File: config.mk
export PLATFORM = sky130hd
export DESIGN_NAME = bgrr_sparkle
export DESIGN_NICKNAME = d
export VERILOG_FILES = /design/src/rtl/bgrr_pkg.sv /design/src/rtl/bgrr_sparkle.sv
export SDC_FILE = /design/constraint.sdc
export NUM_CORES = 1
export LEC_CHECK = 0
export BUFFER_PORTS_ARGS = -buffer_cell sky130_fd_sc_hd__buf_2
export CAP_MARGIN = 5
export CORE_MARGIN = 3
export CORE_UTILIZATION = 30
export CTS_CLUSTER_DIAMETER = 60
export DETAILED_ROUTE_END_ITERATION = 6
export GPL_TIMING_DRIVEN = 0
export PLACE_DENSITY_LB_ADDON = 0.05
export SLEW_MARGIN = 20
export SYNTH_ARGS = -nofsm -noshare
export SYNTH_HDL_FRONTEND = slang
export SYNTH_SLANG_ARGS = --single-unit
File: constraint.sdc
create_clock -name clk_i -period 6.7 [get_ports clk_i]
set_input_delay 0 -clock clk_i [delete_from_list [all_inputs] [get_ports clk_i]]
set_output_delay 0 -clock clk_i [all_outputs]
set_load 0.01 [all_outputs]
File: src/rtl/bgrr_pkg.sv
// ----------------------------------------------------------------------------
// bgrr_pkg: bitmap glyph row rasterizer package
// Sizes, command and register codes, shared types and helper functions.
// ----------------------------------------------------------------------------
package bgrr_pkg;

  localparam int FONT_BYTES    = 4096;
  localparam int FONT_AW       = $clog2(FONT_BYTES);
  localparam int GLYPH_COUNT   = 11;
  localparam int GLYPH_AW      = $clog2(GLYPH_COUNT);
  localparam int MAX_ROWS      = 32;
  localparam int ROW_BITS      = 64;
  localparam int MAX_ROW_BYTES = 8;
  localparam int ACC_BITS      = MAX_ROW_BYTES * 8;
  localparam int ROW_IDX_W     = $clog2(MAX_ROWS);
  localparam int BYTE_IDX_W    = $clog2(MAX_ROW_BYTES);
  localparam int POS_W         = $clog2(MAX_ROWS * MAX_ROW_BYTES) + 1;
  localparam int OFFSET_W      = 12;
  localparam int SUM_W         = ((OFFSET_W > POS_W) ? OFFSET_W : POS_W) + 2;
  localparam int CENTER_ROWS   = 32;
  localparam int CFG_W         = 16;

  localparam logic [15:0] LFSR_TAPS = 16'hB400;
  localparam logic [15:0] LFSR_SEED = 16'hACE1;

  typedef enum logic [1:0] {
    CMD_FONT_BYTE   = 2'd0,
    CMD_GLYPH_ENTRY = 2'd1,
    CMD_DRAW        = 2'd2,
    CMD_NOP         = 2'd3
  } cmd_e;

  typedef enum logic [2:0] {
    CFG_FONT_HEIGHT     = 3'd0,
    CFG_FONT_BYTES_USED = 3'd1,
    CFG_REVEAL_ROWS     = 3'd2,
    CFG_SPARKLE_ENABLE  = 3'd3,
    CFG_SPARKLE_COLOR   = 3'd4
  } cfg_idx_e;

  typedef struct packed {
    logic [5:0]  font_height;
    logic [12:0] font_bytes_used;
    logic [4:0]  reveal_rows;
    logic        sparkle_enable;
  } cfg_t;

  typedef struct packed {
    logic [5:0]          width;
    logic [OFFSET_W-1:0] offset;
  } glyph_entry_t;

  typedef struct packed {
    logic       step;
    logic [7:0] bits;
  } spk_req_t;

  function automatic logic [15:0] lfsr_next(input logic [15:0] v);
    return v[0] ? ((v >> 1) ^ LFSR_TAPS) : (v >> 1);
  endfunction

  // base-4 digit sum keeps the value mod 3
  function automatic logic mod3_zero(input logic [15:0] v);
    logic [4:0] s1;
    logic [2:0] s2;
    logic [2:0] s3;
    s1 = '0;
    for (int i = 0; i < 8; i++) begin
      s1 = s1 + 5'(v[2*i +: 2]);
    end
    s2 = 3'(s1[1:0]) + 3'(s1[3:2]) + 3'(s1[4]);
    s3 = 3'(s2[1:0]) + 3'(s2[2]);
    return (s3 == 3'd0) || (s3 == 3'd3);
  endfunction

  function automatic logic [7:0] bit_rev8(input logic [7:0] v);
    logic [7:0] r;
    for (int i = 0; i < 8; i++) begin
      r[i] = v[7-i];
    end
    return r;
  endfunction

endpackage

File: src/rtl/bgrr_sparkle.sv
// ----------------------------------------------------------------------------
// bgrr_sparkle: sparkle pixel picker
// Galois LFSR stepped once per set pixel of a font byte, MSB pixel first.
// ----------------------------------------------------------------------------
module bgrr_sparkle (
  input  logic               clk_i,
  input  logic               rst_ni,
  input  bgrr_pkg::spk_req_t req_i,
  output logic [7:0]         spk_o
);

  logic [15:0] lfsr_q, lfsr_d;

  always_comb begin
    logic [15:0] l;
    l = lfsr_q;
    spk_o = '0;
    for (int k = 0; k < 8; k++) begin
      if (req_i.bits[k]) begin
        l = bgrr_pkg::lfsr_next(l);
        spk_o[k] = req_i.step && bgrr_pkg::mod3_zero(l);
      end
    end
    lfsr_d = req_i.step ? l : lfsr_q;
  end

  always_ff @(posedge clk_i or negedge rst_ni) begin
    if (!rst_ni) begin
      lfsr_q <= bgrr_pkg::LFSR_SEED;
    end else begin
      lfsr_q <= lfsr_d;
    end
  end

endmodule

# Yosys cells after proc, flatten, opt, wreduce, memory -nomap -nowiden
# Cells that the tools add are included.
# W data, S select, Z words.
# classes
add_sub_neg	80
n_eq_ne	8
mux	24
n_bitwise	8
reduce_logical	24
# ops
op	count
$mux W16	16
$add A5 B2 Y5	32
$add A2 B2 Y3	16
$add A4 B2 Y5	8
$add A3 B2 Y4	8
$not A3 Y4	8
$add A2 B1 Y3	8
$add A3 B1 Y3	8
$eq A3 B2 Y1 const B	8
$logic_not A3 Y1	8
$logic_and A1 B1 Y1	8
$logic_or A1 B1 Y1	8
$mux W1	8
# word_totals
regBits	16
output_inout_bits	8
word_cells	145

# Longest topological paths before layout
# Gate-level depths: netlist (run 1).
# logic_depth
ltp_word	37
depth_mapped	30
ltp_nobuf	28

# Worst setup path after synthesis (run 1)
# No wires, ideal clock.
# synth_path
path_kind	reg-to-output
from	reg lfsr_q[0]
to	out spk_o[7]
arrival_ps	7179
t_required_ps	6700
path_slack_ps	-479
stages_incl_launch_ff	26
cell_sequence	dfstp_2 buf_2 xor2_1 mux2i_1 a21oi_1 mux2_2 mux2_2 a21oi_1 a21oi_1 mux2i_1 inv_1 fa_1 inv_1 fa_1 fa_1 inv_1 fa_1 ha_1 fa_1 inv_1 fa_1 inv_1 fa_1 ha_1 xor2_1 nor3_1
# synth_via
elab_chain_cells	29
elab_cells_between_ends	37
# synth_lines
element	line	text
start, declared	bgrr_sparkle.sv:12	logic [15:0] lfsr_q, lfsr_d;
start signal, assigned	bgrr_sparkle.sv:29	lfsr_q <= bgrr_pkg::LFSR_SEED;
start signal, assigned	bgrr_sparkle.sv:31	lfsr_q <= lfsr_d;
$mux W16	bgrr_pkg.sv:59	return v[0] ? ((v >> 1) ^ LFSR_TAPS) : (v >> 1);
$mux W16 *	bgrr_sparkle.sv:19	if (req_i.bits[k]) begin
$mux W16 / $not A3 Y4 (equally long branches)	--	
$mux W16 *	bgrr_sparkle.sv:19	
$mux W16, or another cell as far along	bgrr_pkg.sv:59	
$mux W16 *	bgrr_sparkle.sv:19	
$mux W16 (on tied branches)	bgrr_pkg.sv:59, bgrr_sparkle.sv:19	
$mux W16 *	bgrr_sparkle.sv:19	
[... 13 more ...]	--	
$add A5 B2 Y5 *	bgrr_pkg.sv:69	s1 = s1 + 5'(v[2*i +: 2]);
$add A2 B2 Y3	bgrr_pkg.sv:71	s2 = 3'(s1[1:0]) + 3'(s1[3:2]) + 3'(s1[4]);
$add A3 B1 Y3 *	bgrr_pkg.sv:71	
$add A2 B1 Y3 *	bgrr_pkg.sv:72	s3 = 3'(s2[1:0]) + 3'(s2[2]);
$eq A3 B2 Y1 / $logic_not A3 Y1 (equally long branches)	bgrr_pkg.sv:73	return (s3 == 3'd0) || (s3 == 3'd3);
$logic_or A1 B1 Y1 *	bgrr_pkg.sv:73	
$logic_and A1 B1 Y1 *	bgrr_sparkle.sv:21	spk_o[k] = req_i.step && bgrr_pkg::mod3_zero(l);
$mux W1 *	bgrr_sparkle.sv:19	
end, declared	bgrr_sparkle.sv:9	output logic [7:0] spk_o
# Every way passes the cells marked *; elsewhere a longest branch is shown, timed or not.

# Worst setup path in the final report (run 1)
# Ends and elaborated chain as after synthesis.

==> results of run 1 <==
[layer usage]
layer,part of all wire [%],vias up
li1,-,2794
met1,49,2936
met2,49,59
met3,1.1,13
met4,1.2,0
met5,0,-
[repair_timing]
item,4_1_cts,5_1_grt
setup buffers,41,37
endpoints found under the setup margin,5,5
hold buffers,1,0
hold endpoints to repair,16,0
gates resized for setup,81,63
pin swaps,18,45
gates cloned,0,2
[cell type report]
class                      instances  share of cell area, %
buffer                            36                   2.40
clock buffer                       4                  0.981
inverter                         167                   6.92
multi-input combinational        575                   72.7
sequential                        16                   4.56
tap                              313                   4.32
timing repair buffer              93                   8.07
[worst paths after layout]
check	end	slack (ns)	cells past startpoint
max in group asynchronous	lfsr_q[11]	6.19	2
setup reg to reg	lfsr_q[9]	2.87	13
setup / recovery	spk_o[7]	-0.63	26
hold / removal	lfsr_q[12]	0.20	2
min in group clk_i	lfsr_q[7]	0.22	3
hold reg to reg	lfsr_q[13]	0.59	2
[stage by stage]
step / hold slack, ns / area (um^2) / worst slack (ns) / setup TNS [ns] / util [%]
after floorplan: -0.296 / 7200 / -0.00721 / -0.00721 / -
after global placement: -0.0745 / 7650 / -0.977 / -2.69 / 33.5
after detailed placement: -0.0725 / 7650 / -1.13 / -3.00 / 33.5
after CTS: 0.207 / 8440 / -0.691 / -1.90 / 36.9
after global routing: 0.236 / 9060 / -0.856 / -2.69 / 39.6
final: 0.203 / 9060 / -0.629 / -1.56 / 39.6
[kinds of logic (layout without fill, tap and decap cells)]
| kind of cell | count (synthesis) | count (layout) |
|---|---|---|
| AOI/OAI and AO/OA | 122 | 122 |
| muxes | 106 | 106 |
| and+or+nand+nor | 138 | 138 |
| DFF | 16 | 16 |
| adders and majority gates | 160 | 160 |
| buffers and inverters | 204 | 300 |
| xor gates and xnor gates | 49 | 49 |
[cell usage in the layout, fill, tap and decap left out, drive strengths merged, types with 8 or more instances in the layout]
cell,netlist,final
o22ai,12,12
nor2,56,56
clkbuf,12,20
dfstp,8,8
fa,100,100
nand2b,13,13
mux2i,68,68
inv,167,167
ha,60,60
dfrtp,8,8
nand2,35,35
xnor2,29,29
o21ai,20,20
a21o,13,13
buf,25,111
xor2,20,20
nor3,10,10
mux2,37,37
a21oi,40,40
o221ai,8,8
==> results.py, run 1 <==
metrics = {
    "global_routing": {
        "grt_usage_pct": 15.6,
        "gr-usage-met2_pct": 26.9,
        "use_met3_pct": 0.364,
        "grt_busiest_layer": "met2",
        "grt_antenna_before_repair": 0,
        "grt_pass1_wl_mm": 32.5,
        "vias_in_the_first_global_route": 6087,
        "grt_start_max_net_pins": 17,
        "grt.met1_usage_pct": 22.6,
        "globalRouteOverflowTotal": 0,
    },
    "floorplan": {
        "ios": 19,
        "fp.dieArea_um2": 25300,
        "fp.coreArea_um2": 22800,
        "chip_width_um": 159,
        "die_h_um": 159,
        "initial_core_util_pct": 30.8,
        "num_rows": 55,
    },
    "detailed_routing": {
        "detail_route.wirelength_mm": 20.1,
        "detailroute.via_count": 5802,
        "drt.antenna.violating_nets": 0,
        "drt_iter0_drc": 322,
        "drc": 0,
        "length_of_the_first_detailed_routing_pass_in_iterations": 5,
        "wl_per_cell_um": 16.7,
        "drt-vias-per-instance": 4.82,
    },
    "setup_path": {
        "critical-path-top-cell-by-count": "sky130_fd_sc_hd__fa_1",
        "critical_path_required_ns": 6.70,
        "critPathCaptureType": "output pin",
        "timing_worst_setup_path_type": "reg -> out",
        "cpPeakStageDelay_ns": 0.54,
        "cp_slowest_cell": "sky130_fd_sc_hd__dfstp_2",
        "crit_buf_inv": 8,
        "critical_path.max_fanout": 5,
        "crit_start": "lfsr_q[0]",
        "crit-reg2reg-launch": "lfsr_q[0]",
        "cp.arrival_ns": 7.33,
        "kind_of_cell_adding_the_most_delay_to_the_critical_path": "adder cells",
        "worstSetupStartpointType": "register",
    },
    "sta": {
        "achievable-frequency_mhz": 136,
        "clock_tree_skew_after_final_layout_ns": 0.00129,
        "timing.final.setup_violations": 4,
        "worst_slew_margin_rel_pct": 36.6,
        "grt_setup_unrepaired": "true",
        "worst_slack_ns": -0.629,
        "finalHoldViolations": 0,
        "final.min_clock_period_ns": 7.33,
        "final-max-slew-violation-count": 0,
        "layout_worst_path_cycle_share_pct": 109,
        "worst_max_slew_pin_slew_ns": 0.951,
    },
    "clock_network": {
        "cts_max_level": 1,
        "clk_pin_slew_ns": 0.05,
        "number_of_sinks_driven_by_the_clock_tree": 16,
        "cts_made_buffers": 3,
        "clk_root_buffer_cell": "sky130_fd_sc_hd__clkbuf_16",
        "max-clock-path-buffers": 2,
        "insertion_delay_ns": 0.24,
        "cts_tree": "yes",
    },
    "synth": {
        "syn-mean-instance-area_um2": 8.84,
        "synth_top_area_share_pct": 28.5,
        "synth.ff_latch_count": 16,
        "synth_area_um2": 7030,
        "yosysMostFrequentCell": "sky130_fd_sc_hd__inv_1",
        "ys_types": 62,
        "main_combinational_cell_family_by_area_after_synthesis": "adder cells",
        "synth_xor_area_share_pct": 6.43,
        "synth_mux_area_share_pct": 16.6,
        "mappedNetlistNets": 966,
        "synth-seq-area-share_pct": 5.84,
        "postSynth.topFlopCell": "sky130_fd_sc_hd__dfstp_2",
        "number_of_enable_flip_flop_cells_after_synthesis": 0,
        "synth-async-reset-ratio_pct": 100,
        "ys_top_cells_by_count": "sky130_fd_sc_hd__inv_1 (163), sky130_fd_sc_hd__fa_1 (100), sky130_fd_sc_hd__mux2i_1 (61)",
        "synth_compound_gate_area_share_pct": 11.2,
        "yosys_warnings": 0,
        "synth_area_leader_cell": "sky130_fd_sc_hd__fa_1",
        "yosys-top-cells-area": "sky130_fd_sc_hd__fa_1 (28%), sky130_fd_sc_hd__ha_1 (11%), sky130_fd_sc_hd__inv_1 (8.7%), sky130_fd_sc_hd__mux2i_1 (8.7%), sky130_fd_sc_hd__mux2_2 (5.8%)",
        "syn_inst": 795,
        "synthAdderAreaFrac_pct": 39.2,
        "synth_simple_gate_area_share_pct": 9.18,
    },
    "final_layout": {
        "layout.cells.non_filler": 1204,
        "fill_cells": 2361,
        "num_antenna_cells": 0,
        "largest-register": "lfsr_q",
        "multiInputGateArea_um2": 6590,
        "seq_area_um2": 413,
        "post_route_cells_drive_above_1_share_pct": 32.2,
        "fin_nets": 1063,
        "area_growth_syn_to_layout_pct": 28.8,
        "layout_top_registers": "lfsr_q (16)",
        "largest_reg_flops": 16,
    },
    "placement": {
        "place.gp.congestion": 0.811,
        "detailed_place_hpwl_mm": 16.4,
        "place_inst": 1120,
        "placement.io_buffers": 12,
    },
    "hold_path": {
        "hold_class": "in -> async",
    },
    "status": {
        "run_status": "finished, violations left",
        "violations": "setup timing",
    },
    "run": {
        "max_cap_viol_count": 0,
    },
}
Power of run 1 is not shown: default switching activity piles up to over one toggle a cycle in this logic, so the estimate is an artifact.
==> run 2, diff against run 1 <==
--- a/config.mk
+++ b/config.mk
@@ -5,6 +5,7 @@
 export SDC_FILE = /design/constraint.sdc
 export NUM_CORES = 1
 export LEC_CHECK = 0
+export ABC_CLOCK_PERIOD_IN_PS = 7700
 export BUFFER_PORTS_ARGS = -buffer_cell sky130_fd_sc_hd__buf_2
 export CAP_MARGIN = 5
 export CORE_MARGIN = 3
@@ -13,6 +14,7 @@
 export DETAILED_ROUTE_END_ITERATION = 6
 export GPL_TIMING_DRIVEN = 0
 export PLACE_DENSITY_LB_ADDON = 0.05
+export REMOVE_ABC_BUFFERS = 1
 export SLEW_MARGIN = 20
 export SYNTH_ARGS = -nofsm -noshare
 export SYNTH_HDL_FRONTEND = slang
==> constraint.sdc (replaced) <==
create_clock -name clk_i -period 7.7 [get_ports clk_i]
set_input_delay 0 -clock clk_i [delete_from_list [all_inputs] [get_ports clk_i]]
set_output_delay 0 -clock clk_i [all_outputs]
set_load 0.01 [all_outputs]
==> results.py, run 2 (same netlist as run 1, synthesis figures left out) <==
metrics = {
    "sta": {
        "finalHoldViolations": 0,
        "achievable-frequency_mhz": 134,
        "final-max-slew-violation-count": 0,
        "setup-tns-final_ns": 0,
        "worst_slack_ns": 0.241,
        "clock_tree_skew_after_final_layout_ns": 0.00332,
        "worst_max_slew_pin_slew_ns": 0.793,
        "layout_worst_path_cycle_share_pct": 96.9,
        "final.min_clock_period_ns": 7.46,
        "timing.final.setup_violations": 0,
        "final.hold.worst_slack_ns": 0.112,
        "worst_slew_margin_rel_pct": 46.6,
    },
    "detailed_routing": {
        "drt-vias-per-instance": 4.78,
        "met1Wirelength_mm": 8.92,
        "met3WireLength_um": 210,
        "detail_route.wirelength_mm": 18.5,
        "drt.antenna.violating_nets": 0,
        "detailroute.via_count": 5383,
        "drc": 0,
        "route.top_layer_used": "met4",
        "drt_iter0_drc": 173,
        "wl_per_cell_um": 16.5,
        "length_of_the_first_detailed_routing_pass_in_iterations": 4,
        "met2RoutedLength_mm": 9.26,
    },
    "floorplan": {
        "chip_width_um": 159,
        "die_h_um": 159,
        "ios": 19,
        "fp.dieArea_um2": 25300,
        "num_rows": 55,
        "fp.coreArea_um2": 22800,
        "initial_core_util_pct": 30.8,
    },
    "setup_path": {
        "kind_of_cell_adding_the_most_delay_to_the_critical_path": "adder cells",
        "cpPeakStageDelay_ns": 0.73,
        "critical_path_required_ns": 7.70,
        "critical_path.max_fanout": 7,
        "cp_slowest_cell": "sky130_fd_sc_hd__dfstp_4",
        "timing_worst_setup_path_type": "reg -> out",
        "critical-path-top-cell-by-count": "sky130_fd_sc_hd__fa_1",
        "worstSetupStartpointType": "register",
        "cp.arrival_ns": 7.46,
        "crit_buf_inv": 6,
        "critPathCaptureType": "output pin",
    },
    "global_routing": {
        "grt_usage_pct": 14.6,
        "grt_antenna_before_repair": 0,
        "grt_start_max_net_pins": 54,
        "vias_in_the_first_global_route": 5671,
        "globalRouteOverflowTotal": 0,
        "grt_pass1_wl_mm": 30.3,
    },
    "final_layout": {
        "post_route_cells_drive_above_1_share_pct": 23.0,
        "layout.cells.non_filler": 1125,
        "fill_cells": 2423,
        "largest-register": "lfsr_q",
        "area_growth_syn_to_layout_pct": 16.7,
        "leading_cell_types_in_the_layout_fill_and_taps_excluded": "sky130_fd_sc_hd__inv_1 (160), sky130_fd_sc_hd__fa_1 (100), sky130_fd_sc_hd__ha_1 (57)",
        "largest_reg_flops": 16,
        "fin_nets": 984,
        "layout_top_registers": "lfsr_q (16)",
        "num_antenna_cells": 0,
        "mostFrequentLayoutCell": "sky130_fd_sc_hd__inv_1",
    },
    "clock_network": {
        "cts_made_buffers": 3,
        "clk_root_buffer_cell": "sky130_fd_sc_hd__clkbuf_16",
        "insertion_delay_ns": 0.24,
        "number_of_sinks_driven_by_the_clock_tree": 16,
        "clk_pin_slew_ns": 0.05,
        "cts_max_level": 1,
        "cts_tree": "yes",
        "max-clock-path-buffers": 2,
    },
    "hold_path": {
        "hold_class": "in -> reg",
    },
    "placement": {
        "place.gp.congestion": 0.822,
        "detailed_place_hpwl_mm": 14.9,
        "place_inst": 1090,
        "pre_cts_ws_ns": -0.531,
        "placement.io_buffers": 18,
    },
    "run": {
        "max_cap_viol_count": 0,
    },
    "status": {
        "run_status": "finished, final reports clean",
    },
}
## run 2: area by class of cell
class | instances | area, um^2 | area share [%]
well taps | 313 | 392 | 4.77
inverters | 167 | 631 | 7.69
flip-flops and latches | 16 | 422 | 5.14
multi-input cells | 575 | 6330 | 77.1
repair inverters | 1 | 5.00 | 0.0610
repair buffers | 49 | 348 | 4.24
clock buffers | 4 | 78.8 | 0.961
## run 2: worst paths after layout
path / startpoint / to / slack, ns / cells after the start
setup / recovery: lfsr_q[0] / spk_o[7] / 0.24 / 26
setup reg to reg: lfsr_q[0] / lfsr_q[9] / 3.82 / 11
hold / removal: req_i[7] / lfsr_q[11] / 0.11 / 3
hold reg to reg: lfsr_q[11] / lfsr_q[11] / 0.56 / 2
min in group asynchronous: rst_ni / lfsr_q[12] / 0.20 / 2
max in group asynchronous: rst_ni / lfsr_q[10] / 7.19 / 2
## run 2: metal layers
metal	vias up	GRT usage [%]
met5	-	0
met4	0	2.23
met3	10	0.234
met2	45	25.7
met1	2689	20.6
li1	2639	-
## run 2: repair_timing
| action | in CTS | in global routing |
|---|---|---|
| gates resized for setup | 37 | 69 |
| buffers inserted | 8 | 21 |
| setup endpoints to repair | 3 | 3 |
| cloned | 0 | 1 |
| endpoints found under the hold margin | 16 | 0 |
| hold buffers | 1 | 0 |
| pin swaps | 3 | 20 |
## run 2: through the flow
step,utilization (%),area [um^2]
2_1_floorplan,-,6850
3_3_place_gp,32.1,7330
3_5_place_dp,32.1,7340
4_1_cts,33.6,7680
5_1_grt,35.9,8200
6_report,35.9,8200
## run 2: worst register-to-register path: stages, from the launching register on
cell	delay, ns
sky130_fd_sc_hd__dfstp_4	0.73
sky130_fd_sc_hd__xnor2_4	0.20
sky130_fd_sc_hd__o32ai_2	0.15
sky130_fd_sc_hd__a211o_1	0.35
sky130_fd_sc_hd__and3_1	0.19
sky130_fd_sc_hd__a311o_2	0.44
sky130_fd_sc_hd__buf_4	0.18
sky130_fd_sc_hd__mux2i_4	0.23
sky130_fd_sc_hd__xnor2_1	0.22
sky130_fd_sc_hd__nand2_1	0.13
sky130_fd_sc_hd__o21ai_0	0.66
sky130_fd_sc_hd__o221ai_1	0.24
Power of run 2 is left out for the same reason.
