## src/rtl/bgrr_pkg.sv

```systemverilog
// ----------------------------------------------------------------------------
// bgrr_pkg: bitmap glyph row rasterizer package
// Sizes, command and register codes, shared types and helper functions.
// ----------------------------------------------------------------------------
package bgrr_pkg;

  localparam int FONT_BYTES    = 4096;
  localparam int FONT_AW       = $clog2(FONT_BYTES);
  localparam int GLYPH_COUNT   = 11;
  localparam int GLYPH_AW      = $clog2(GLYPH_COUNT);
  localparam int MAX_ROWS      = 32;
  localparam int ROW_BITS      = 64;
  localparam int MAX_ROW_BYTES = 8;
  localparam int ACC_BITS      = MAX_ROW_BYTES * 8;
  localparam int ROW_IDX_W     = $clog2(MAX_ROWS);
  localparam int BYTE_IDX_W    = $clog2(MAX_ROW_BYTES);
  localparam int POS_W         = $clog2(MAX_ROWS * MAX_ROW_BYTES) + 1;
  localparam int OFFSET_W      = 12;
  localparam int SUM_W         = ((OFFSET_W > POS_W) ? OFFSET_W : POS_W) + 2;
  localparam int CENTER_ROWS   = 32;
  localparam int CFG_W         = 16;

  localparam logic [15:0] LFSR_TAPS = 16'hB400;
  localparam logic [15:0] LFSR_SEED = 16'hACE1;

  typedef enum logic [1:0] {
    CMD_FONT_BYTE   = 2'd0,
    CMD_GLYPH_ENTRY = 2'd1,
    CMD_DRAW        = 2'd2,
    CMD_NOP         = 2'd3
  } cmd_e;

  typedef enum logic [2:0] {
    CFG_FONT_HEIGHT     = 3'd0,
    CFG_FONT_BYTES_USED = 3'd1,
    CFG_REVEAL_ROWS     = 3'd2,
    CFG_SPARKLE_ENABLE  = 3'd3,
    CFG_SPARKLE_COLOR   = 3'd4
  } cfg_idx_e;

  typedef struct packed {
    logic [5:0]  font_height;
    logic [12:0] font_bytes_used;
    logic [4:0]  reveal_rows;
    logic        sparkle_enable;
  } cfg_t;

  typedef struct packed {
    logic [5:0]          width;
    logic [OFFSET_W-1:0] offset;
  } glyph_entry_t;

  typedef struct packed {
    logic       step;
    logic [7:0] bits;
  } spk_req_t;

  function automatic logic [15:0] lfsr_next(input logic [15:0] v);
    return v[0] ? ((v >> 1) ^ LFSR_TAPS) : (v >> 1);
  endfunction

  // base-4 digit sum keeps the value mod 3
  function automatic logic mod3_zero(input logic [15:0] v);
    logic [4:0] s1;
    logic [2:0] s2;
    logic [2:0] s3;
    s1 = '0;
    for (int i = 0; i < 8; i++) begin
      s1 = s1 + 5'(v[2*i +: 2]);
    end
    s2 = 3'(s1[1:0]) + 3'(s1[3:2]) + 3'(s1[4]);
    s3 = 3'(s2[1:0]) + 3'(s2[2]);
    return (s3 == 3'd0) || (s3 == 3'd3);
  endfunction

  function automatic logic [7:0] bit_rev8(input logic [7:0] v);
    logic [7:0] r;
    for (int i = 0; i < 8; i++) begin
      r[i] = v[7-i];
    end
    return r;
  endfunction

endpackage

```

## src/rtl/bgrr_engine.sv

```systemverilog
// ----------------------------------------------------------------------------
// bgrr_engine: draw sequencer
// Glyph lookup, font byte read pipeline, row assembly and output register.
// ----------------------------------------------------------------------------
module bgrr_engine (
  input  logic                                 clk_i,
  input  logic                                 rst_ni,
  input  logic                                 start_i,
  input  logic                                 glyph_ok_i,
  input  logic signed [7:0]                    pos_x_i,
  input  logic signed [7:0]                    pos_y_i,
  input  logic [15:0]                          draw_color_i,
  input  bgrr_pkg::cfg_t                       cfg_i,
  input  bgrr_pkg::glyph_entry_t               entry_i,
  output logic                                 font_re_o,
  output logic [bgrr_pkg::FONT_AW-1:0]         font_raddr_o,
  input  logic [7:0]                           font_rdata_i,
  output bgrr_pkg::spk_req_t                   spk_req_o,
  input  logic [7:0]                           spk_i,
  output logic                                 idle_o,
  output logic                                 out_valid_o,
  input  logic                                 out_ready_i,
  output logic signed [7:0]                    row_x_o,
  output logic signed [8:0]                    row_y_o,
  output logic [bgrr_pkg::ROW_BITS-1:0]        pixel_mask_o,
  output logic [bgrr_pkg::ROW_BITS-1:0]        sparkle_mask_o,
  output logic [15:0]                          pixel_color_o,
  output logic [5:0]                           glyph_width_o,
  output logic                                 last_row_o
);

  localparam int RW = bgrr_pkg::ROW_IDX_W;
  localparam int BW = bgrr_pkg::BYTE_IDX_W;
  localparam int PW = bgrr_pkg::POS_W;
  localparam int SW = bgrr_pkg::SUM_W;
  localparam int AB = bgrr_pkg::ACC_BITS;

  typedef enum logic [3:0] {
    ST_IDLE   = 4'b0001,
    ST_LOOKUP = 4'b0010,
    ST_RUN    = 4'b0100,
    ST_SINGLE = 4'b1000
  } state_e;

  state_e state_q, state_d;

  logic signed [7:0]            x_q, x_d;
  logic signed [8:0]            y_q, y_d;
  logic [15:0]                  color_q, color_d;
  logic                         ok_q, ok_d;
  logic                         spk_on_q, spk_on_d;
  logic [5:0]                   width_q, width_d;
  logic [bgrr_pkg::OFFSET_W-1:0] offset_q, offset_d;
  logic [RW-1:0]                last_row_q, last_row_d;
  logic [BW-1:0]                last_byte_q, last_byte_d;
  logic [RW-1:0]                row_q, row_d;
  logic [BW-1:0]                byte_q, byte_d;
  logic [PW-1:0]                pos_q, pos_d;
  logic                         done_q, done_d;
  logic                         rd_valid_q, rd_valid_d;
  logic [BW-1:0]                rd_byte_q, rd_byte_d;
  logic                         rd_last_q, rd_last_d;
  logic                         rd_final_q, rd_final_d;
  logic [RW-1:0]                rd_row_q, rd_row_d;
  logic [AB-1:0]                pix_acc_q, pix_acc_d;
  logic [AB-1:0]                spk_acc_q, spk_acc_d;
  logic                         out_valid_q, out_valid_d;
  logic signed [7:0]            row_x_q, row_x_d;
  logic signed [8:0]            row_y_q, row_y_d;
  logic [bgrr_pkg::ROW_BITS-1:0] pix_q, pix_d;
  logic [bgrr_pkg::ROW_BITS-1:0] spk_q, spk_d;
  logic [15:0]                  pcol_q, pcol_d;
  logic [5:0]                   gw_q, gw_d;
  logic                         last_q, last_d;

  logic                         out_free;
  logic                         is_last_byte;
  logic                         is_final;
  logic                         issue;
  logic [SW-1:0]                addr_sum;
  logic [7:0]                   col_bits;

  assign out_free     = !out_valid_q || out_ready_i;
  assign is_last_byte = (byte_q == last_byte_q);
  assign is_final     = is_last_byte && (row_q == last_row_q);
  // a row's last byte is read only when the output register will be free
  assign issue        = (state_q == ST_RUN) && !done_q &&
                        (!is_last_byte || (out_free && !(rd_valid_q && rd_last_q)));
  assign addr_sum     = SW'(offset_q) + SW'(pos_q);
  assign font_re_o    = issue;
  assign font_raddr_o = addr_sum[bgrr_pkg::FONT_AW-1:0];

  always_comb begin
    logic [7:0] rev;
    rev = bgrr_pkg::bit_rev8(font_rdata_i);
    for (int k = 0; k < 8; k++) begin
      col_bits[k] = rev[k] && ((int'(rd_byte_q) * 8 + k) < bgrr_pkg::ROW_BITS);
    end
  end

  assign spk_req_o.step = rd_valid_q && spk_on_q;
  assign spk_req_o.bits = col_bits;

  always_comb begin
    logic signed [6:0] dif;
    logic signed [6:0] half;
    logic [5:0]        rows;
    logic [AB-1:0]     new_pix;
    logic [AB-1:0]     new_spk;

    state_d     = state_q;
    x_d         = x_q;
    y_d         = y_q;
    color_d     = color_q;
    ok_d        = ok_q;
    spk_on_d    = spk_on_q;
    width_d     = width_q;
    offset_d    = offset_q;
    last_row_d  = last_row_q;
    last_byte_d = last_byte_q;
    row_d       = row_q;
    byte_d      = byte_q;
    pos_d       = pos_q;
    done_d      = done_q;
    rd_valid_d  = issue;
    rd_byte_d   = byte_q;
    rd_last_d   = is_last_byte;
    rd_final_d  = is_final;
    rd_row_d    = row_q;
    pix_acc_d   = pix_acc_q;
    spk_acc_d   = spk_acc_q;
    out_valid_d = out_valid_q && !out_ready_i;
    row_x_d     = row_x_q;
    row_y_d     = row_y_q;
    pix_d       = pix_q;
    spk_d       = spk_q;
    pcol_d      = pcol_q;
    gw_d        = gw_q;
    last_d      = last_q;

    dif  = 7'(bgrr_pkg::CENTER_ROWS) - {1'b0, cfg_i.font_height};
    half = $signed(dif + {6'b0, dif[6]}) >>> 1;

    rows = cfg_i.font_height;
    if ((cfg_i.reveal_rows != '0) && ({1'b0, cfg_i.reveal_rows} < cfg_i.font_height)) begin
      rows = {1'b0, cfg_i.reveal_rows};
    end
    if (rows > 6'(bgrr_pkg::MAX_ROWS)) begin
      rows = 6'(bgrr_pkg::MAX_ROWS);
    end

    new_pix = ((rd_byte_q == '0) ? '0 : pix_acc_q) | (AB'(col_bits) << {rd_byte_q, 3'b000});
    new_spk = ((rd_byte_q == '0) ? '0 : spk_acc_q) | (AB'(spk_i) << {rd_byte_q, 3'b000});

    case (state_q)
      ST_IDLE: begin
        if (start_i) begin
          x_d      = pos_x_i;
          y_d      = pos_y_i[7] ? {{2{half[6]}}, half} : {pos_y_i[7], pos_y_i};
          color_d  = draw_color_i;
          ok_d     = glyph_ok_i;
          spk_on_d = (draw_color_i != '0) && cfg_i.sparkle_enable;
          state_d  = ST_LOOKUP;
        end
      end
      ST_LOOKUP: begin
        width_d     = ok_q ? entry_i.width : '0;
        offset_d    = entry_i.offset;
        last_row_d  = RW'(rows - 6'd1);
        last_byte_d = BW'(entry_i.width >> 3);
        row_d       = '0;
        byte_d      = '0;
        pos_d       = '0;
        done_d      = 1'b0;
        state_d     = (!ok_q || (rows == '0)) ? ST_SINGLE : ST_RUN;
      end
      ST_RUN: begin
        if (issue) begin
          if ((addr_sum + SW'(1)) < SW'(cfg_i.font_bytes_used)) begin
            pos_d = pos_q + PW'(1);
          end
          if (is_last_byte) begin
            byte_d = '0;
            row_d  = row_q + RW'(1);
          end else begin
            byte_d = byte_q + BW'(1);
          end
          done_d = is_final;
        end
        if (rd_valid_q) begin
          pix_acc_d = new_pix;
          spk_acc_d = new_spk;
          if (rd_last_q) begin
            out_valid_d = 1'b1;
            row_x_d     = x_q;
            row_y_d     = y_q + 9'(rd_row_q);
            pix_d       = new_pix[bgrr_pkg::ROW_BITS-1:0];
            spk_d       = new_spk[bgrr_pkg::ROW_BITS-1:0];
            pcol_d      = color_q;
            gw_d        = width_q;
            last_d      = rd_final_q;
            if (rd_final_q) begin
              state_d = ST_IDLE;
            end
          end
        end
      end
      ST_SINGLE: begin
        if (out_free) begin
          out_valid_d = 1'b1;
          row_x_d     = x_q;
          row_y_d     = y_q;
          pix_d       = '0;
          spk_d       = '0;
          pcol_d      = color_q;
          gw_d        = width_q;
          last_d      = 1'b1;
          state_d     = ST_IDLE;
        end
      end
      default: begin
        state_d = ST_IDLE;
      end
    endcase
  end

  always_ff @(posedge clk_i or negedge rst_ni) begin
    if (!rst_ni) begin
      state_q     <= ST_IDLE;
      done_q      <= 1'b0;
      rd_valid_q  <= 1'b0;
      out_valid_q <= 1'b0;
    end else begin
      state_q     <= state_d;
      done_q      <= done_d;
      rd_valid_q  <= rd_valid_d;
      out_valid_q <= out_valid_d;
    end
  end

  always_ff @(posedge clk_i) begin
    x_q         <= x_d;
    y_q         <= y_d;
    color_q     <= color_d;
    ok_q        <= ok_d;
    spk_on_q    <= spk_on_d;
    width_q     <= width_d;
    offset_q    <= offset_d;
    last_row_q  <= last_row_d;
    last_byte_q <= last_byte_d;
    row_q       <= row_d;
    byte_q      <= byte_d;
    pos_q       <= pos_d;
    rd_byte_q   <= rd_byte_d;
    rd_last_q   <= rd_last_d;
    rd_final_q  <= rd_final_d;
    rd_row_q    <= rd_row_d;
    pix_acc_q   <= pix_acc_d;
    spk_acc_q   <= spk_acc_d;
    row_x_q     <= row_x_d;
    row_y_q     <= row_y_d;
    pix_q       <= pix_d;
    spk_q       <= spk_d;
    pcol_q      <= pcol_d;
    gw_q        <= gw_d;
    last_q      <= last_d;
  end

  assign idle_o         = (state_q == ST_IDLE);
  assign out_valid_o    = out_valid_q;
  assign row_x_o        = row_x_q;
  assign row_y_o        = row_y_q;
  assign pixel_mask_o   = pix_q;
  assign sparkle_mask_o = spk_q;
  assign pixel_color_o  = pcol_q;
  assign glyph_width_o  = gw_q;
  assign last_row_o     = last_q;

endmodule

```

## config.mk

```make
export PLATFORM = sky130hd
export DESIGN_NAME = bgrr_engine
export DESIGN_NICKNAME = d
export VERILOG_FILES = /design/src/rtl/bgrr_pkg.sv /design/src/rtl/bgrr_engine.sv
export SDC_FILE = /design/constraint.sdc
export NUM_CORES = 1
export LEC_CHECK = 0
export BUFFER_PORTS_ARGS = -buffer_cell sky130_fd_sc_hd__buf_2
export CELL_PAD_IN_SITES_DETAIL_PLACEMENT = 1
export CELL_PAD_IN_SITES_GLOBAL_PLACEMENT = 2
export CORE_MARGIN = 2
export CORE_UTILIZATION = 39
export CTS_CLUSTER_SIZE = 40
export DETAILED_ROUTE_END_ITERATION = 12
export PLACE_DENSITY = 0.8
export RECOVER_POWER = 50
export SYNTH_ARGS = -nofsm -noshare
export SYNTH_HDL_FRONTEND = slang
export SYNTH_SLANG_ARGS = --single-unit
```

## constraint.sdc

```tcl
create_clock -name clk_i -period 17.9 [get_ports clk_i]
set_clock_uncertainty 0.15 [all_clocks]
set_input_delay 2.685 -clock clk_i [delete_from_list [all_inputs] [get_ports clk_i]]
set_output_delay 2.685 -clock clk_i [all_outputs]
set_load 0.02 [all_outputs]
```

Word level (Yosys, flattened, before mapping)

Cells that the tools add are included.

Register bits after elaboration: 390
Bits of input ports: 96
Memories kept: 0
Latch bits: 0
ROM bits: 0
RAM bits: 0

Divide/modulo/power cells: 0
Bitwise logic cells: 2
Shift operators: 2
$add $sub $neg: 16
Reduce and logical (&&, ||, !) cells: 39
Muxes and demuxes: 54
$mul: 0
Equal/unequal tests: 14
Order comparisons: 11

Operators with widths:

| kind                                                             | number |
|---|---|
| 64-bit 2-to-1 mux                                                | 7 |
| 64-bit case mux with 2 select lines                              | 2 |
| 64-bit bitwise OR                                                | 2 |
| 8-bit by 6-bit << shifter with 64-bit output                     | 2 |
| 7-bit < comparator (second input constant)                       | 7 |
| 16-bit 2-to-1 mux                                                | 3 |
| 9-bit 2-to-1 mux                                                 | 5 |
| 9-bit case mux with 2 select lines                               | 2 |
| 16-bit case mux with 2 select lines                              | 1 |
| 6-bit 2-to-1 mux                                                 | 5 |
| 6-bit by 3-bit adder with 7-bit output (second input constant)   | 4 |
| 4-bit 2-to-1 mux                                                 | 6 |
| 8-bit 2-to-1 mux                                                 | 3 |
| 1-bit logical AND                                                | 17 |
| 4-bit case mux with 4 select lines                               | 1 |
| 8-bit case mux with 2 select lines                               | 1 |
| 16-bit nonzero test                                              | 1 |
| 13-bit by 1-bit adder with 14-bit output (second input constant) | 1 |
| 6-bit by 2-bit adder with 7-bit output (second input constant)   | 2 |
| 14-bit by 13-bit < comparator with 1-bit output                  | 1 |
| 2-bit inequality test (second input constant)                    | 7 |
| 12-bit by 9-bit adder with 13-bit output                         | 1 |
| 6-bit case mux with 2 select lines                               | 1 |
| 5-bit 2-to-1 mux                                                 | 2 |
| 34 further kinds                                                 | 54 |

Longest topological paths before layout

Gate-level depths: netlist of run 1.

Depth after elaboration: 9
Depth in mapped cells: 16

Worst setup path before layout of run 1

Ideal clock, no wire load.

Kind: input-to-reg
Start point: input out_ready_i
End point: register gw_q[0], in the netlist glyph_width_o[0], enable pin
Library setup time: 951 ps
Buffers on the path: 0
Required time: 16799 ps
Setup slack: 1671 ps
Stages: 4
Arrival: 15128 ps
Cells stage by stage: nand2b_1 nor2_1 a21oi_1 a21boi_0

Cells in the longest elaborated chain, start to end: 3

Ends and longest elaborated chain:

| element                         | line               | source |
|---|---|---|
| start: declaration              | bgrr_engine.sv:22  | `input logic out_ready_i,` |
| 1-bit logical OR                | bgrr_engine.sv:83  | `assign out_free = !out_valid_q \|\| out_ready_i;` |
| 2-bit inequality test (no line) | n/a                |  |
| 4-bit AND reduction (no line)   | n/a                |  |
| end signal: assignment          | bgrr_engine.sv:265 | `gw_q <= gw_d;` |
| end: declaration                | bgrr_engine.sv:73  | `logic [5:0] gw_q, gw_d;` |

No other way between the ends.
A chain may end at the register's enable or synchronous reset.

Worst setup path in the final report of run 1

Start point: register state_q[1]
End point: register pix_acc_q[28], enable pin

Cells in the longest elaborated chain, start to end: 2

Ends and longest elaborated chain:

| element                                  | line               | source |
|---|---|---|
| start: declaration                       | bgrr_engine.sv:45  | `state_e state_q, state_d;` |
| start signal: assignment                 | bgrr_engine.sv:234 | `state_q <= state_d;` |
| 4-bit by 3-bit == test with 1-bit output | bgrr_engine.sv:155 | `case (state_q)` |
| 2-bit AND reduction (no line)            | n/a                |  |
| end signal: assignment                   | bgrr_engine.sv:258 | `pix_acc_q <= pix_acc_d;` |
| end: declaration                         | bgrr_engine.sv:65  | `logic [AB-1:0] pix_acc_q, pix_acc_d;` |

No other way between the ends.

==> results of run 1 <==
-- per-stage QoR --
step	power, µW	worst slack (ns)	std cells	area, µm²	util
after floorplan	1631	1.671	1150	16410	-
final	2617	10.35	1985	19590	0.4692
after detailed placement	1803	11.42	1911	18350	0.4395
after CTS	2656	11.41	1985	19670	0.4711
after global routing	2744	9.462	1985	19590	0.4692
after global placement	1781	11.47	1911	18350	0.4395
-- how the worst max path moves through the flow --
stage,from,to,cells after the start
after floorplan,out_ready_i,glyph_width_o[0],4
after global placement,out_ready_i,font_re_o,6
after detailed placement,out_ready_i,font_re_o,6
after CTS,out_ready_i,font_re_o,6
after global routing,state_q[1],pix_acc_q[28],3
final,state_q[1],pix_acc_q[28],3
-- flip-flops by register name (all words and copies together), names as in the netlist, 4 cells and up --
signal / cells
color_q: 16
glyph_width_o: 6
last_row_q: 5
offset_q: 12
pix_acc_q: 64
pixel_color_o: 16
pixel_mask_o: 64
pos_q: 9
rd_row_d: 5
rd_row_q: 5
row_x_o: 8
row_y_o: 9
sparkle_mask_o: 64
spk_acc_q: 64
state_q: 4
width_q: 6
x_q: 8
y_q: 8
-- cell families after synthesis --
kind of cell / after synthesis
AND/OR/NAND/NOR: 332
flip-flops: 390
buffers and inverters: 120
AO/OA/AOI/OAI: 215
XOR/XNOR: 48
multiplexers: 5
adder cells (fa/ha/maj): 40
-- layout make-up --
| cell class | count | area [µm²] |
|---|---|---|
| clock buffer | 60 | 1171 |
| clock inverter | 14 | 150.1 |
| multi-input combinational | 640 | 4380 |
| inverter | 42 | 157.7 |
| tap | 539 | 674.4 |
| timing repair buffer | 300 | 1481 |
| sequential | 390 | 11580 |
| fill | 4333 | 22170 |
-- power breakdown --
group / internal (µW) / switching (µW)
clock network: 498 / 347
logic: 195 / 382
registers: 1150 / 47.6
-- layer usage --
| metal | wire [µm] | GRT usage | up-vias |
|---|---|---|---|
| met5 | 0 | 0 | - |
| met4 | 1056 | 0.05542 | 0 |
| met3 | 1915 | 0.03051 | 63 |
| met2 | 20170 | 0.3161 | 262 |
| met1 | 17910 | 0.2494 | 5108 |
| li1 | - | - | 4791 |
-- cells in the final DEF, fill, tap and decap left out, types with 6 or more instances in the layout --
cell | Yosys | layout
nor3_1 | 27 | 26
and2_0 | 0 | 78
dfrtp_1 | 6 | 6
nand3_1 | 9 | 9
o21ai_0 | 14 | 15
nor2_1 | 65 | 63
dfxtp_1 | 10 | 10
clkbuf_16 | 0 | 44
nand2b_1 | 6 | 6
buf_2 | 5 | 253
a21oi_1 | 61 | 61
and2_1 | 110 | 32
clkbuf_1 | 59 | 55
nand2_1 | 73 | 73
a22o_1 | 97 | 97
xnor2_1 | 28 | 28
ha_1 | 38 | 38
buf_4 | 8 | 6
nor4_1 | 6 | 6
xor2_1 | 19 | 19
inv_1 | 42 | 42
edfxtp_1 | 373 | 373
o21ai_1 | 7 | 6
nand4_1 | 6 | 6
==> out/results.tsv, run 1 <==
metric	value	unit
hold_buf cts	0	
post-synth top area cell	edfxtp_1	
P per Cell Area	133.6	nW/µm²
die span in x	209.1	µm
core area	41760	µm²
Setup-failing EPs final	0	
P&R area growth vs syn	19.41	%
CP Class	reg2reg	
CP Cell Sequence	nor4b_1, and2_0, clkbuf_1	
Worst-Margin Slew	5.170	ns
n_diodes	0	
clock-pin transition on the worst setup and hold timing paths	0.06	ns
max incr delay on CP	3.72	ns
ys async rst share	0.01795	
worst skew pair latency	0.54	ns
sequential fraction of the synthesis area	0.7056	
Setup Buffers After CTS	0	
routed len/inst	20.68	µm
vias in the first global route	10710	
Post-Syn Instances	1150	
dpl hpwl	27340	µm
RSZ-0062 raised after global routing	false	
die area	43730	µm²
ranking of synthesized cells by area	edfxtp_1, a22o_1, and2_1	
status	finished with violations	
XOR/XNOR Fraction of Synth Area	0.02608	
Root Buffer	clkbuf_16	
main combinational cell family by area after synthesis	simple AND/OR/NAND/NOR gates	
Port Buf Inserts	287	
synth warn	0	
cell count of the worst hold path	0	
Net Count, Synth	1286	
initial antenna violation count	0	
minimum clock period after layout	7.552	ns
period utilisation layout	0.4219	
Slew Viols, Final	264	
setup TNS	0	ns
Largest delay share family, worst path	simple AND/OR/NAND/NOR gates	
CTS tree	done	
dominant synthesized flop cell	edfxtp_1	
initial DRC count	672	
final hold slack	0.2679	ns
flops & latches, synth	390	
DR vias	10220	
crit end category	flip-flop	
Final Net Count	1551	
EDFF count, synth	373	
synthesized area	16410	µm²
worst reg-to-reg path cell count	3	
1st-pass router iterations	5	
WP data required	17.84	ns
worst vdd ir	0.00006962	V
most common cell in the netlist	edfxtp_1	
share of layout cells above drive strength 1	0.2331	
Hold Fails Final Rpt	0	
worst r2r src	state_q[1]	
Hold Path Class	reg2reg	
# IOs	288	
Static Leak	0.007287	µW
area fraction in compound gates after synthesis	0.09532	
WL final	41050	µm
DRC viols	0	
Max Clk Rate	132.4	MHz
Overflow after GRT	0	
CTS resizes	0	
Avg Inst Size Synth	14.27	µm²
simple-gate share of the synthesized area	0.1078	
Max Cap Violations	4	
critical path launch point type	flip-flop	
failing checks	capacitance limit, slew limit	
cts bufs inserted	41	
antenna-violating nets left	0	
Synth top cells by count	edfxtp_1, and2_1, a22o_1	
Data arrival, critical path	7.49	ns
CP max FO	74	
CTS sink cnt	390	
gpl congestion	0.7900	
Total GRT Usage	0.1871	
reg2reg setup slack	10.35	ns
global-route wire length before repair	63740	µm
Relative slew margins	-2.446	
H-tree depth	2	
Vias per Instance	5.151	
Die Ht	209.1	µm
Netlist cell types	65	
WHS Endpoint	row_x_o[1]	
starting density of the core	0.3929	
Synth top area share	0.6826	
Hold Crit Start	x_q[1]	
slowest CP cell	and2_0	
multiplexer area fraction after synthesis	0.004118	
adder-cell share of the synthesized area	0.03142	
CP bufs+invs	1	
buffer depth of the longest clock path	3	
largest net degree at the start of global routing	169	
row cnt	75	
Reg2Reg Capture Point	pix_acc_q[28]	
(Power assumes the default switching activity.)
==> run 2, diff against run 1 <==
Settings changed: ABC_AREA from default to 1, CORE_UTILIZATION 39 to 37.
Clock period 17.9 ns to 7.1 ns, I/O delays scaled along.
==> out/results.tsv, run 2 <==
metric	value	unit
status	finished with violations	
failing checks	capacitance limit, slew limit	
post-synth top area cell	edfxtp_1	
clock-pin transition on the worst setup and hold timing paths	0.06	ns
CP bufs+invs	1	
Synth top cells by count	edfxtp_1, nand2_1, inv_1	
setup TNS	0	ns
Hold Fails Final Rpt	0	
DRC viols	0	
Seq. cell area	11580	µm²
dpl hpwl	31170	µm
CP max FO	65	
flops & latches, synth	390	
Data arrival, critical path	5.25	ns
sequential fraction of the synthesis area	0.6722	
Synth top area share	0.6503	
WL final	46490	µm
synthesized area	17220	µm²
routed len/inst	19.02	µm
ranking of synthesized cells by area	edfxtp_1, nand2_1, inv_1	
die span in x	219.8	µm
CP most frequent cell	nor2_1	
Vias per Instance	4.979	
critical path launch point type	flip-flop	
Worst-Margin Slew	3.010	ns
Static Leak	0.008071	µW
vias in the first global route	12520	
commonest non-fill, non-tap cells in the layout	edfxtp_1, nand2_1, clkbuf_1	
Avg Inst Size Synth	11.18	µm²
Setup Buffers After CTS	0	
# IOs	288	
# fillers	5199	
max incr delay on CP	2.45	ns
DR vias	12170	
starting density of the core	0.3723	
Final Net Count	1942	
met1 GRT Util	0.2517	
Max Clk Rate	192.1	MHz
1st-pass router iterations	5	
global-route wire length before repair	71410	µm
slowest CP cell	nor2_1	
Total GRT Usage	0.1929	
buffer depth of the longest clock path	3	
GR peak layer	met2	
initial DRC count	636	
EDFF count, synth	373	
CP Cell Sequence	nor2_1, nand3_1, nor2_1, buf_4	
P&R area growth vs syn	17.65	%
largest net degree at the start of global routing	164	
period utilisation layout	0.7333	
ys async rst share	0.01795	
Largest delay share family, worst path	simple AND/OR/NAND/NOR gates	
worst r2r src	state_q[1]	
Post-Syn Instances	1540	
share of layout cells above drive strength 1	0.1110	
CTS resizes	0	
initial antenna violation count	0	
Port Buf Inserts	287	
M2 GR Usage	0.3161	
GR Util met3	0.03796	
die area	48290	µm²
placed inst area	19200	µm²
antenna-violating nets left	0	
Net Count, Synth	1676	
row cnt	79	
RSZ-0062 raised after global routing	false	
gpl congestion	0.7995	
dominant synthesized flop cell	edfxtp_1	
most common cell in the netlist	edfxtp_1	
Root Buffer	clkbuf_16	
n_diodes	0	
hold_buf cts	0	
cts bufs inserted	44	
Multi-input gate area	4593	µm²
Netlist cell types	47	
core area	46260	µm²
reg2reg setup slack	1.89	ns
Slew Viols, Final	118	
worst skew pair latency	0.57	ns
Overflow after GRT	0	
Max Cap Violations	3	
Relative slew margins	-1.014	
CTS tree	done	
crit end category	flip-flop	
Final Cell Area	20260	µm²
WP data required	7.14	ns
most common cell after layout, fill and taps aside	edfxtp_1	
Hold Path Class	in2async	
Die Ht	219.8	µm
worst vdd ir	0.0003422	V
H-tree depth	2	
Reg2Reg Capture Point	pix_acc_q[41]	
worst reg-to-reg path cell count	4	
minimum clock period after layout	5.206	ns
synth warn	0	
Setup-failing EPs final	0	
CP Class	reg2reg	
P per Cell Area	361.2	nW/µm²
CTS sink cnt	390	
-- run 2: cell types whose count changed after synthesis, moves of 20 or more --
cell / previous run / this run
a21oi_1: 61 / 117
a22o_1: 97 / 0
and2_1: 110 / 0
buf_2: 5 / 26
clkbuf_1: 59 / 33
inv_1: 42 / 177
nand2_1: 73 / 350
nand3_1: 9 / 57
nand4_1: 6 / 68
nor2_1: 65 / 96
o21ai_0: 14 / 34
-- run 2: stage by stage --
step	std cells	power (µW)	util	hold WS (ns)	setup slack [ns]
finish	2445	7318	0.4380	0.2467	1.894
CTS	2445	7475	0.4448	0.1373	2.681
global placement	2367	5171	0.4150	0.2505	2.894
floorplan	1540	4589	-	0.2447	0.08532
detailed placement	2367	5250	0.4150	0.2552	2.720
global route	2445	7743	0.4380	0.2572	1.374
-- run 2: power breakdown --
| group | switching, µW | internal (µW) | total [µW] | leakage [µW] |
|---|---|---|---|---|
| registers | 168 | 3050 | 3210 | 0.00357 |
| logic | 1400 | 517 | 1910 | 0.00384 |
| clock network | 921 | 1270 | 2190 | 0.000654 |
-- run 2: how the worst max path moves through the flow --
stage                     slack, ns        from             to  depth (start not counted)
after floorplan                0.09  state_q[1]   pix_acc_q[0]                          4
after detailed placement       2.72    pos_q[0]       pos_q[8]                         19
final                          1.89  state_q[1]  pix_acc_q[41]                          4
after CTS                      2.68    pos_q[0]       pos_q[5]                         19
after global routing           1.37  state_q[1]  pix_acc_q[19]                          4
after global placement         2.89    pos_q[0]       pos_q[8]                         19
-- run 2: logic make-up after synthesis --
| logic type | after synthesis | synth area share |
|---|---|---|
| DFF | 390 | 0.6722 |
| and+or+nand+nor | 643 | 0.1664 |
| adders and majority gates | 40 | 0.02993 |
| buffers and inverters | 260 | 0.06095 |
| AOI/OAI and AO/OA | 179 | 0.05477 |
| xor gates and xnor gates | 28 | 0.01576 |
-- run 2: cell type report --
class,instances,area share
Timing Repair Buffer,298,0.06280
Clock buffer,59,0.05971
Tap cell,607,0.03748
Inverter,182,0.03371
Sequential cell,390,0.5714
Multi-Input combinational cell,890,0.2267
Clock inverter,19,0.008212
-- run 2: metal layers --
metal | part of all wire | wire length, µm
met1 | 0.43 | 19960
met2 | 0.48 | 22520
met3 | 0.053 | 2468
met4 | 0.033 | 1547
met5 | 0 | 0
